===== config.mk =====
export PLATFORM = sky130hd
export DESIGN_NAME = fvc_plane_regs
export DESIGN_NICKNAME = d
export VERILOG_FILES = /design/src/hdl/fvc_pkg.sv /design/src/hdl/fvc_plane_regs.sv
export SDC_FILE = /design/constraint.sdc
export NUM_CORES = 1
export LEC_CHECK = 0
export BUFFER_PORTS_ARGS = -buffer_cell sky130_fd_sc_hd__buf_2
export CAP_MARGIN = 20
export CELL_PAD_IN_SITES_DETAIL_PLACEMENT = 0
export CELL_PAD_IN_SITES_GLOBAL_PLACEMENT = 1
export CORE_MARGIN = 2
export CORE_UTILIZATION = 39
export DETAILED_ROUTE_END_ITERATION = 10
export GPL_TIMING_DRIVEN = 1
export HOLD_SLACK_MARGIN = 0.05
export PLACE_DENSITY = 0.78
export SYNTH_ARGS = -nofsm -noshare
export SYNTH_HDL_FRONTEND = slang
export SYNTH_SLANG_ARGS = --single-unit

===== constraint.sdc =====
create_clock -name clock -period 1.48 [get_ports clock]
set_input_delay 0 -clock clock [delete_from_list [all_inputs] [get_ports clock]]
set_output_delay 0 -clock clock [all_outputs]
set_load 0.02 [all_outputs]

===== src/hdl/fvc_pkg.sv =====
// ----------------------------------------------------------------------------
// fvc_pkg: shared types, widths and codes of the frustum volume cull block
// Plane packing, volume payload, per-plane flags and verdict codes.
// ----------------------------------------------------------------------------
package fvc_pkg;

   localparam int COORD_WIDTH  = 28;                 // Q16.12 coordinates
   localparam int NORMAL_WIDTH = 12;                 // Q2.10 normals
   localparam int NORMAL_FRAC  = NORMAL_WIDTH - 2;
   localparam int RADIUS_WIDTH = COORD_WIDTH - 1;
   localparam int PLANE_COUNT  = 6;
   localparam int AXIS_COUNT   = 3;

   localparam int CSR_WIDTH       = 64;
   localparam int CSR_INDEX_WIDTH = 3;

   // plane word layout: nx, ny, nz, then distance, from bit 0 up
   localparam int PACK_WIDTH = 3 * NORMAL_WIDTH + COORD_WIDTH;
   localparam int EXT_WIDTH  = (PACK_WIDTH > CSR_WIDTH) ? PACK_WIDTH : CSR_WIDTH;

   localparam int PROD_WIDTH = NORMAL_WIDTH + COORD_WIDTH;
   // distance, radius and three products, all below 2^(PROD_WIDTH-1)
   localparam int SUM_WIDTH  = PROD_WIDTH + 3;

   localparam int VERDICT_WIDTH = 2;

   typedef logic [CSR_WIDTH-1:0]               csr_word_type;
   typedef csr_word_type [PLANE_COUNT-1:0]     plane_array_type;
   typedef logic signed [COORD_WIDTH-1:0]      coord_type;
   typedef logic signed [NORMAL_WIDTH-1:0]     normal_type;

   typedef enum logic [CSR_INDEX_WIDTH-1:0] {
      REG_PLANE_TOP    = 3'd0,
      REG_PLANE_BOTTOM = 3'd1,
      REG_PLANE_LEFT   = 3'd2,
      REG_PLANE_RIGHT  = 3'd3,
      REG_PLANE_NEAR   = 3'd4,
      REG_PLANE_FAR    = 3'd5
   } csr_index_type;

   typedef enum logic [VERDICT_WIDTH-1:0] {
      VERDICT_INSIDE    = 2'd0,
      VERDICT_INTERSECT = 2'd1,
      VERDICT_OUTSIDE   = 2'd2
   } verdict_type;

   typedef struct packed {
      logic signed [COORD_WIDTH-1:0]  offset;
      logic signed [NORMAL_WIDTH-1:0] nz;
      logic signed [NORMAL_WIDTH-1:0] ny;
      logic signed [NORMAL_WIDTH-1:0] nx;
   } plane_type;

   typedef struct packed {
      coord_type x;
      coord_type y;
      coord_type z;
   } vec_type;

   typedef struct packed {
      logic                    sphere;
      logic                    box_valid;
      vec_type                 lo;
      vec_type                 hi;
      vec_type                 center;
      logic [RADIUS_WIDTH-1:0] radius;
   } volume_type;

   typedef struct packed {
      logic pc_neg;   // positive corner (or sphere) outside
      logic nc_neg;   // negative corner outside
   } plane_flags_type;

   typedef plane_flags_type [PLANE_COUNT-1:0] flags_array_type;

   // bits above the 64-bit word read as zero
   function automatic plane_type unpack_plane(input csr_word_type word);
      logic [EXT_WIDTH-1:0] ext;
      plane_type            pl;
      ext       = EXT_WIDTH'(word);
      pl.nx     = ext[0 +: NORMAL_WIDTH];
      pl.ny     = ext[NORMAL_WIDTH +: NORMAL_WIDTH];
      pl.nz     = ext[2*NORMAL_WIDTH +: NORMAL_WIDTH];
      pl.offset = ext[3*NORMAL_WIDTH +: COORD_WIDTH];
      return pl;
   endfunction

endpackage


===== src/hdl/fvc_plane_regs.sv =====
// ----------------------------------------------------------------------------
// fvc_plane_regs: frustum plane register file
// Six 64-bit plane words, written through the CSR port, cleared by reset.
// ----------------------------------------------------------------------------
module fvc_plane_regs (
   input  logic                                 clock,
   input  logic                                 reset,
   input  logic                                 csr_we,
   input  logic [fvc_pkg::CSR_INDEX_WIDTH-1:0]  csr_index,
   input  fvc_pkg::csr_word_type                csr_wdata,
   output fvc_pkg::plane_array_type             planes
);
   import fvc_pkg::*;

   plane_array_type planes_ff;
   plane_array_type planes_in;

   always_comb begin
      planes_in = planes_ff;
      if (csr_we) begin
         case (csr_index_type'(csr_index))
            REG_PLANE_TOP:    planes_in[REG_PLANE_TOP]    = csr_wdata;
            REG_PLANE_BOTTOM: planes_in[REG_PLANE_BOTTOM] = csr_wdata;
            REG_PLANE_LEFT:   planes_in[REG_PLANE_LEFT]   = csr_wdata;
            REG_PLANE_RIGHT:  planes_in[REG_PLANE_RIGHT]  = csr_wdata;
            REG_PLANE_NEAR:   planes_in[REG_PLANE_NEAR]   = csr_wdata;
            REG_PLANE_FAR:    planes_in[REG_PLANE_FAR]    = csr_wdata;
            default: ;        // unknown index: dropped
         endcase
      end
   end

   always_ff @(posedge clock) begin
      if (reset) begin
         planes_ff <= '0;
      end else begin
         planes_ff <= planes_in;
      end
   end

   assign planes = planes_ff;

endmodule


---- Word level (Yosys, flattened, before mapping) ----
Index checks and enable logic that the tools add are counted.
storage, ports and cells
  register bits after elaboration ......... 384
  input port bits ......................... 70
  word-level logic and storage cells ...... 18
operators by class
  eq/ne operators ......................... 5
  reduce and logical (&&, ||, !) cells .... 7
operator list
  kind                                            number
  AND reduction 2 bit                             6
  == test 3 x 2 -> 1 bit (second input constant)  2
  == test 3 bit (second input constant)           2
  == test 3 x 1 -> 1 bit (second input constant)  1
  logical NOT 3 bit                               1

---- Logic depth before layout (Yosys ltp) ----
Gate-level depths: netlist of run 1.
  word-level depth ........................ 2
  depth in mapped cells ................... 5
  gate-level depth less buffers ........... 2

---- Worst setup path after synthesis of run 1 ----
No wires, ideal clock.
  path type ............................... in2reg
  start ................................... in csr_index[1] (netlist name)
  end ..................................... reg planes_ff (netlist bit planes[53])
  data arrival time ....................... 901 ps
  path slack .............................. 455 ps
  stages .................................. 4
  cell sequence ........................... or4b_1 clkbuf_2 buf_6 mux2i_1
on the way
  longest elaborated chain between the ends .. 2
RTL lines
  element                        line                  RTL
  start, declared                fvc_plane_regs.sv:9   input logic [fvc_pkg::CSR_INDEX_WIDTH-1:0] csr_index,
  logical NOT 3 bit              fvc_plane_regs.sv:21  case (csr_index_type'(csr_index))
  AND reduction 2 bit (no line)  -
  end signal, assigned           fvc_plane_regs.sv:37  planes_ff <= planes_in;
  end, declared                  fvc_plane_regs.sv:15  plane_array_type planes_ff;
No other way between the ends.
A chain may end at the register's enable or synchronous reset.

---- Worst setup path after layout of run 1 ----
  start ................................... in csr_we
  end ..................................... reg planes_ff (netlist bit planes[39])
on the way
  longest elaborated chain between the ends .. 1
RTL lines
  element                        line                 RTL
  start, declared                fvc_plane_regs.sv:8  input logic csr_we,
  AND reduction 2 bit (no line)  -
No other way between the ends.

==> summary.txt, run 1 <==
Timing
  – Final Hold Fails: 0
  – Tmin final: 1.278 ns
  – Final Setup Violations: 0
  – Worst-margin pin slew: 0.4490 ns
  – Setup Skew: 0 ns
  – Final Cycle Share: 86.34%
  – Final WS setup: 0.2021 ns
  – Achievable Freq: 782.6 MHz
  – Unrepaired setup endpoints after global routing: no
  – Slew HR: 70.06%
  – Min Hold Slack: 0.04182 ns
  – Final Slew Violations: 0
  – Setup TNS: 0 ns

Yosys
  – Synth warn: 0
  – EDFF count, synth: 0
  – Top cells by count, synth: nand2b_1 (448), dfxtp_1 (384), mux2i_1 (384)
  – Post-synthesis sequential area ratio: 51.80%
  – Top cell type's share of synthesized area: 51.80%
  – Post-synth net total: 1387
  – Synth async-reset ratio: 0%
  – Cell Area, Synth: 14840 sq um
  – Top cells by area, synth: dfxtp_1 (52%), mux2i_1 (26%), nand2b_1 (19%)
  – Post-synth cell types: 13
  – Most common cell in the netlist: nand2b_1
  – Post-Syn Area per Cell: 11.27 sq um
  – Leading area contributor after synthesis: dfxtp_1
  – Synthesis-stage register bit count: 384
  – Top_reg_cell synth: dfxtp_1
  – Post-synthesis cell count: 1317

Final layout
  – Final Non-Filler Cells: 2365
  – Fillers: 3396
  – Ant. Diodes: 0
  – Fin util: 52.81%
  – Post-route cell area: 19840 sq um
  – Final net count: 1896
  – Share of cells above drive strength 1: 29.99%
  – Area grow syn2layout: 33.72%
  – Largest register FFs: 384

Setup path
  – FF-to-FF End: planes[51]$_SDFFE_PP0P_
  – Path type of the worst setup path: in -> reg
  – Worst-path maximum fanout: 30
  – Crit path launch: csr_we
  – Critical Path AT: 1.75 ns
  – Crit path to: planes[39]$_SDFFE_PP0P_
  – Crit. End Element: flip-flop
  – R2r startpoint: planes[51]$_SDFFE_PP0P_
  – R2R cell count: 2
  – R2R Setup Slk: 0.80 ns
  – Worst Setup Start Kind: input pin
  – Critical path required time: 1.95 ns

Power
  – Leak: 10.56 nW
  – Peak supply drop: 0.6967 mV
  – Tot Pwr: 22.55 mW
  – Pwr/cell area: 1137 nW/um^2

Global route
  – Global-route wire length before repair: 64290 um
  – Largest net degree at the start of global routing: 60
  – Vias in the first global route: 10.97k
  – Grt ovf: 0
  – Initial antenna violation count: 0
  – Global Route Usage Sum: 21.10%

Detailed routing
  – Initial drt markers: 421
  – Remaining antenna violation count after routing: 0
  – WL/cell: 18.18 um
  – Final wirelength: 43010 um
  – DR vias: 11.01k
  – First-pass DRT Iterations: 4
  – DR vias/cell: 4.656
  – Drt drc: 0

Placement
  – Place WS: 0.2443 ns
  – Area after DPL: 17860 sq um
  – Placer's final routability congestion estimate: 0.7723
  – Port buffer count: 453
  – Post-DP HPWL: 29430 um
  – Placed insts: 2226

Clocking
  – CTS H-tree lvls: 2
  – Post-CTS setup buffers: 0
  – Clock Root Buffer: clkbuf_16
  – Clk_lat worst skew: 0.56 ns
  – CTS Sinks: 384
  – Clock transition at path regs: 0.06 ns
  – CTS resizes: 0
  – Cts bufs inserted: 41
  – CTS tree: yes
  – Longest Clk Path Bufs: 3

Run
  – Max Cap Viol: 0

Outcome
  – Status: finished clean

Hold path
  – Hold WC Path Type: in -> reg

Die
  – Die area: 39620 sq um
  – Die X: 199.1 um
  – Starting Density: 39.49%
  – Chip Height: 199.1 um
  – FP Rows: 71
  – Ports: 454
  – Core Area: 37580 sq um
-- how the worst min path moves through the flow --
stage                   from                       end  cells after the start  slack [ns]
6_report        csr_index[1]  planes[106]$_SDFFE_PP0P_                      3        0.04
5_1_grt         csr_index[1]  planes[106]$_SDFFE_PP0P_                      3        0.07
4_1_cts         csr_index[1]   planes[56]$_SDFFE_PP0P_                      4        0.11
3_5_place_dp    csr_wdata[2]  planes[322]$_SDFFE_PP0P_                      3        0.40
3_3_place_gp   csr_wdata[37]  planes[293]$_SDFFE_PP0P_                      3        0.40
2_1_floorplan  csr_wdata[53]   planes[53]$_SDFFE_PP0P_                      2        0.26
-- final cells by class --
type                    count  area (sq um)  area share (%)
flip-flops and latches    384          7687           38.74
multi-input cells         840          6784           34.19
repair buffers            559          3430           17.28
clock buffers              65          1269           6.394
well taps                 511         639.4           3.222
clock inverters             6         33.78          0.1703
-- metal layers --
layer  vias up  share of wire, %  track usage [%]
met1      5253                42            25.51
met4         0               3.0            8.264
met5         -                 0                0
met2       332                46            34.35
li1       5359                 -                -
met3        67               8.7            7.409
-- cells by family after synthesis --
family,Yosys count,synth area share [%]
multiplexers,384,25.90
flip-flops,384,51.80
buffers and inverters,93,2.850
AND/OR/NAND/NOR,456,19.44
-- critical path, stage by stage --
cell           delay, ns
dlygate4sd3_1       0.56
buf_2               0.25
nor4b_2             0.23
buf_4               0.18
buf_12              0.23
mux2i_1             0.25
-- what timing repair did --
item / in CTS / in global routing
hold buffers: 68 / 1
hold endpoints to repair: 384 / 4
endpoints found under the setup margin: 0 / 4
-- layout by cell type (no fill, tap or decap), types with 5 or more instances in the layout --
cell type / instances
clkbuf_16: 43
clkbuf_1: 11
clkbuf_8: 12
mux2i_1: 384
clkinv_2: 5
buf_12: 15
buf_2: 452
dlygate4sd3_1: 68
buf_4: 23
dfxtp_1: 384
nand2b_1: 448
-- power breakdown --
| part | internal, mW | switching [mW] |
|---|---|---|
| registers | 10.6 | 0.116 |
| clock network | 5.85 | 4.12 |
| logic | 0.836 | 1.06 |
| total | 17.3 | 5.30 |
Note: power is estimated with default switching activity, not from simulation.
==> run 2: changes to the inputs <==
--- a/config.mk
+++ b/config.mk
@@ -14,7 +14,7 @@
 export DETAILED_ROUTE_END_ITERATION = 10
 export GPL_TIMING_DRIVEN = 1
 export HOLD_SLACK_MARGIN = 0.05
-export PLACE_DENSITY = 0.78
+export PLACE_DENSITY_LB_ADDON = 0.1
 export SYNTH_ARGS = -nofsm -noshare
 export SYNTH_HDL_FRONTEND = slang
 export SYNTH_SLANG_ARGS = --single-unit
==> summary.txt, run 2 (synthesized netlist as in run 1, its figures left out) <==
Outcome
  – Status: finished clean

Clocking
  – Longest Clk Path Bufs: 3 (unchanged)
  – Clock transition at path regs: 0.06 ns (about the same)
  – CTS Sinks: 384 (unchanged)
  – CTS H-tree lvls: 2 (unchanged)
  – Clk_lat worst skew: 0.55 ns (about the same)
  – CTS tree: yes
  – Post-CTS setup buffers: 0 (unchanged)
  – Clock Root Buffer: clkbuf_16
  – Cts bufs inserted: 44 (+7.3%)

Detailed routing
  – Drt drc: 0 (unchanged)
  – DR vias/cell: 4.626 (-0.64%)
  – DR vias: 10.98k (-0.26%)
  – Initial drt markers: 294 (-30%)
  – Remaining antenna violation count after routing: 0 (unchanged)
  – Final wirelength: 44040 um (+2.4%)
  – WL/cell: 18.55 um (+2.0%)
  – First-pass DRT Iterations: 4 (unchanged)

Setup path
  – Crit. End Element: flip-flop
  – R2R Setup Slk: 0.85 ns (+0.05 ns)
  – Path type of the worst setup path: in -> reg
  – Crit path launch: csr_index[0]
  – Worst Setup Start Kind: input pin
  – Critical Path AT: 1.72 ns (-0.03 ns)
  – FF-to-FF End: planes[109]$_SDFFE_PP0P_
  – Critical path required time: 1.95 ns (about the same)
  – R2R cell count: 2 (unchanged)
  – R2r startpoint: planes[109]$_SDFFE_PP0P_
  – Worst-path maximum fanout: 30 (unchanged)

Final layout
  – Largest register FFs: 384 (unchanged)
  – Ant. Diodes: 0 (unchanged)
  – Fillers: 3486 (+2.7%)
  – Fin util: 53.28% (+0.48 points)
  – Most frequent cells in the layout: buf_2 (452), nand2b_1 (448), mux2i_1 (384), dfxtp_1 (384), dlygate4sd3_1 (67)
  – Final net count: 1902 (+0.32%)
  – Area grow syn2layout: 34.93%
  – Commonest non-fill, non-tap cell in the layout: buf_2
  – Share of cells above drive strength 1: 30.11% (+0.12 points)

Timing
  – Unrepaired setup endpoints after global routing: no
  – Achievable Freq: 802.3 MHz (+2.5%)
  – Worst-margin pin slew: 0.4667 ns (+0.01762 ns)
  – Final Setup Violations: 0 (unchanged)
  – Setup TNS: 0 ns (unchanged)
  – Slew HR: 68.89% (-1.2 points)
  – Setup Skew: 0 ns (unchanged)
  – Tmin final: 1.246 ns (-0.03139 ns)
  – Final Hold Fails: 0 (unchanged)
  – Final Cycle Share: 84.22% (-2.1 points)
  – Final Slew Violations: 0 (unchanged)

Die
  – Die area: 39620 sq um (unchanged)
  – Chip Height: 199.1 um (unchanged)
  – Starting Density: 39.49% (unchanged)
  – FP Rows: 71 (unchanged)
  – Ports: 454 (unchanged)
  – Core Area: 37580 sq um (unchanged)
  – Die X: 199.1 um (unchanged)

Power
  – Leak: 10.64 nW (+0.78%)
  – Peak supply drop: 0.7762 mV (+11%)
  – Sw Pwr: 5.380 mW (+1.6%)
  – Net Sw Frac: 23.29% (-0.19 points)
  – Internal power: 17.72 mW (+2.7%)
  – Gate power share: 8.3% (about the same)
  – Clk pwr share: 45.4% (+1.2 points)
  – Pwr/cell area: 1154 nW/um^2 (+1.5%)
  – Sequential Power Share: 46.3% (-1.1 points)

Global route
  – Global Route Usage Sum: 21.75% (+0.65 points)
  – Gr busiest metal: met2
  – Grt ovf: 0 (unchanged)
  – Met1 GRT Util: 26.23% (+0.73 points)
  – Grt met2 use: 34.44% (+0.090 points)
  – Vias in the first global route: 11.04k (+0.62%)
  – Global-route wire length before repair: 66180 um (+2.9%)
  – Largest net degree at the start of global routing: 58 (-3.3%)
  – Met3 Resource Use GR: 8.557% (+1.1 points)
  – Initial antenna violation count: 0 (unchanged)

Placement
  – Port buffer count: 453 (unchanged)
  – Placer's final routability congestion estimate: 0.7680 (-0.56%)
  – Post-DP HPWL: 30300 um (+3.0%)

Hold path
  – Hold Path Stages: 3 (unchanged)
  – Hold WC Path Type: in -> reg
  – Hold Path Sink: planes[105]$_SDFFE_PP0P_
  – Hold_sp: csr_index[1]

Run
  – Max Cap Viol: 0 (unchanged)
## run 2: cell count changes in the layout (fill, tap and decap cells not counted)
cell / delta
clkinv_2: -1
bufinv_16: +1
dlygate4sd3_1: -1
buf_12: +6
clkbuf_16: +2
buf_4: -2
clkbuf_1: +5
inv_6: -1
## run 2: critical path, stage by stage
cell	delay, ns
dlygate4sd3_1	0.55
buf_2	0.18
nor4b_2	0.29
buf_4	0.19
buf_12	0.25
mux2i_1	0.23
## run 2: what timing repair did
action                     in CTS  in global routing
hold endpoints to repair      384                  0
hold buffers                   67                  0
gates resized for setup         0                  0
setup endpoints to repair       0                  0
## run 2: power by group through the flow
stage          sequential (mW)  combinational, mW  clock (mW)
5_1_grt                   10.7               2.06        11.2
3_3_place_gp              10.9               1.79           0
4_1_cts                   10.7               1.95        10.8
3_5_place_dp              10.9               1.80           0
2_1_floorplan             11.2              0.800           0
6_report                  10.7               1.92        10.5
## run 2: cell type report
class / instances / area (sq um) / share of cell area, %
sequential: 384 / 7687 / 38.39
clock inverter: 5 / 50.05 / 0.2500
tap: 511 / 639.4 / 3.193
clock buffer: 72 / 1338 / 6.680
multi-input combinational: 840 / 6784 / 33.88
timing repair buffer: 562 / 3525 / 17.60
## run 2: worst max-delay path by stage
stage	end	slack, ns	cells after the start
6_report	planes[33]$_SDFFE_PP0P_	0.23	6
3_5_place_dp	planes[33]$_SDFFE_PP0P_	0.22	5
4_1_cts	planes[33]$_SDFFE_PP0P_	0.25	6
5_1_grt	planes[26]$_SDFFE_PP0P_	0.14	6
2_1_floorplan	planes[53]$_SDFFE_PP0P_	0.45	4
3_3_place_gp	planes[23]$_SDFFE_PP0P_	0.28	5
## run 2: stage by stage
step	worst slack, ns	total power [mW]	std cells	hold WS (ns)	instance area (sq um)
final	0.2335	23.10	2374	0.07908	20020
after global routing	0.1414	23.98	2374	0.09426	20020
after CTS	0.2459	23.41	2374	0.06230	20020
after detailed placement	0.2222	12.71	2230	0.4076	17960
after global placement	0.2778	12.69	2230	0.4013	17960
after floorplan	0.4550	11.99	1317	0.2577	14840
## run 2: per-layer routing
| layer | routed length (um) | vias to the layer above |
|---|---|---|
| met4 | 1835 | 0 |
| met5 | 0 | - |
| met1 | 18510 | 5178 |
| li1 | - | 5382 |
| met2 | 19770 | 334 |
| met3 | 3921 | 88 |
==> run 3: changes to the inputs <==
==> constraint.sdc (replaced) <==
create_clock -name clock -period 1.2 [get_ports clock]
set_input_delay 0 -clock clock [delete_from_list [all_inputs] [get_ports clock]]
set_output_delay 0 -clock clock [all_outputs]
set_load 0.02 [all_outputs]
==> summary.txt, run 3 (synthesized netlist as in run 1, its figures left out) <==
Setup path
  – Critical Path AT: 1.61 ns (-0.11 ns)
  – Crit. End Element: flip-flop
  – FF-to-FF End: planes[51]$_SDFFE_PP0P_
  – Path type of the worst setup path: in -> reg
  – R2R Setup Slk: 0.52 ns (-0.33 ns)
  – Worst-path maximum fanout: 7 (-77%)
  – R2R cell count: 2 (unchanged)
  – R2r startpoint: planes[51]$_SDFFE_PP0P_
  – Worst Setup Start Kind: input pin
  – Critical path required time: 1.66 ns (-0.29 ns)

Placement
  – Port buffer count: 453 (unchanged)
  – Placed insts: 2257 (+1.2%)
  – Placer's final routability congestion estimate: 0.7752 (+0.94%)
  – Post-DP HPWL: 30450 um (+0.47%)
  – Area after DPL: 18210 sq um (+1.3%)

Clocking
  – Clock transition at path regs: 0.06 ns (about the same)
  – Cts bufs inserted: 42 (-4.5%)
  – CTS tree: yes
  – CTS H-tree lvls: 2 (unchanged)
  – Post-CTS setup buffers: 0 (unchanged)
  – Clk_lat worst skew: 0.54 ns (about the same)
  – CTS Sinks: 384 (unchanged)
  – Longest Clk Path Bufs: 3 (unchanged)
  – Clock Root Buffer: clkbuf_16

Global route
  – Global Route Usage Sum: 21.45% (-0.30 points)
  – Gr busiest metal: met2
  – Global-route wire length before repair: 65520 um (-1.0%)
  – Vias in the first global route: 11.25k (+1.9%)
  – Grt ovf: 0 (unchanged)
  – Largest net degree at the start of global routing: 49 (-16%)
  – Initial antenna violation count: 0 (unchanged)
  – Met1 GRT Util: 26.20% (-0.030 points)
  – Met3 Resource Use GR: 7.426% (-1.1 points)
  – Grt met2 use: 34.61% (+0.17 points)

Hold path
  – Hold Path Sink: planes[383]$_SDFFE_PP0P_
  – Hold WC Path Type: in -> reg
  – Hold Path Stages: 4 (+1)
  – Hold_sp: csr_we

Timing
  – Slew HR: 76.47% (+7.6 points)
  – Setup Skew: 0 ns (unchanged)
  – Min Hold Slack: 0.1202 ns (+0.04112 ns)
  – Achievable Freq: 873.5 MHz
  – Final Slew Violations: 0 (unchanged)
  – Final Cycle Share: 95.40%
  – Final Hold Fails: 0 (unchanged)
  – Tmin final: 1.145 ns
  – Unrepaired setup endpoints after global routing: no
  – Worst-margin pin slew: 0.3530 ns (-0.1136 ns)
  – Final Setup Violations: 0 (unchanged)

Die
  – Starting Density: 39.49% (unchanged)
  – Die area: 39620 sq um (unchanged)
  – Core Area: 37580 sq um (unchanged)
  – Ports: 454 (unchanged)
  – FP Rows: 71 (unchanged)
  – Chip Height: 199.1 um (unchanged)
  – Die X: 199.1 um (unchanged)

Final layout
  – Share of cells above drive strength 1: 31.34% (+1.2 points)
  – Area grow syn2layout: 36.89%
  – Most frequent cells in the layout: buf_2 (452), nand2b_1 (448), mux2i_1 (384), dfxtp_1 (384), dlygate4sd3_1 (66)
  – Largest register FFs: 384 (unchanged)
  – Post-route cell area: 20310 sq um (+1.4%)
  – Final Non-Filler Cells: 2400 (+1.1%)
  – Commonest non-fill, non-tap cell in the layout: buf_2
  – Ant. Diodes: 0 (unchanged)
  – Final net count: 1926 (+1.3%)

Detailed routing
  – Initial drt markers: 308 (+4.8%)
  – Remaining antenna violation count after routing: 0 (unchanged)
  – First-pass DRT Iterations: 4 (unchanged)
  – Final wirelength: 43590 um (-1.0%)
  – Drt drc: 0 (unchanged)
  – WL/cell: 18.16 um (-2.1%)
  – DR vias/cell: 4.620 (-0.14%)
  – DR vias: 11.09k (+0.96%)

Run
  – Max Cap Viol: 0 (unchanged)

Power
  – Leak: 10.80 nW (+1.5%)
  – Pwr/cell area: 1423 nW/um^2 (+23%)
  – Peak supply drop: 0.8719 mV (+12%)

Outcome
  – Status: finished clean
## run 3: report_power, final
part | internal, mW | switching [mW]
Combinational | 1.10 | 1.33
Clock | 8.12 | 5.18
Sequential | 13.0 | 0.141
Total | 22.3 | 6.65
## run 3: how the worst max path moves through the flow
| stage | startpoint | to | slack [ns] | cells after the start |
|---|---|---|---|---|
| global placement | csr_index[1] | planes[27]$_SDFFE_PP0P_ | 0.004 | 5 |
| floorplan | csr_index[1] | planes[53]$_SDFFE_PP0P_ | 0.17 | 4 |
| CTS | csr_index[1] | planes[41]$_SDFFE_PP0P_ | 0.02 | 5 |
| global route | csr_index[1] | planes[41]$_SDFFE_PP0P_ | 0.004 | 5 |
| finish | csr_index[1] | planes[41]$_SDFFE_PP0P_ | 0.06 | 5 |
| detailed placement | csr_index[1] | planes[28]$_SDFFE_PP0P_ | -0.07 | 5 |
## run 3: cell type report
type                    count  area (sq um)
clock inverters            10         130.1
repair buffers            588          3755
well taps                 511         639.4
clock buffers              67          1309
flip-flops and latches    384          7687
multi-input cells         840          6793
fillers                  3433         17260
## run 3: metal layers
| layer | wire length (um) | vias to the layer above |
|---|---|---|
| li1 | - | 5428 |
| met2 | 20010 | 326 |
| met3 | 3766 | 72 |
| met5 | 0 | - |
| met4 | 1547 | 0 |
| met1 | 18260 | 5261 |
## run 3: worst max-delay path: stages
cell	delay (ns)
buf_2	0.15
nor4b_4	0.33
buf_4	0.25
dlygate4sd3_1	0.67
mux2i_1	0.20
## run 3: repair_timing
item,in CTS,in global routing
hold buffers,66,0
endpoints found under the hold margin,384,0
resized for setup,0,1
endpoints found under the setup margin,0,2
## run 3: per-stage QoR
step | power, mW | setup WS (ns) | utilization, % | TNS (ns)
2_1_floorplan | 14.78 | 0.1750 | - | 0
3_3_place_gp | 15.72 | 0.004479 | 48.45 | 0
3_5_place_dp | 15.73 | -0.06569 | 48.45 | -1.184
4_1_cts | 29.26 | 0.01509 | 54.03 | 0
5_1_grt | 29.98 | 0.003973 | 54.06 | 0
6_report | 28.90 | 0.05518 | 54.06 | 0
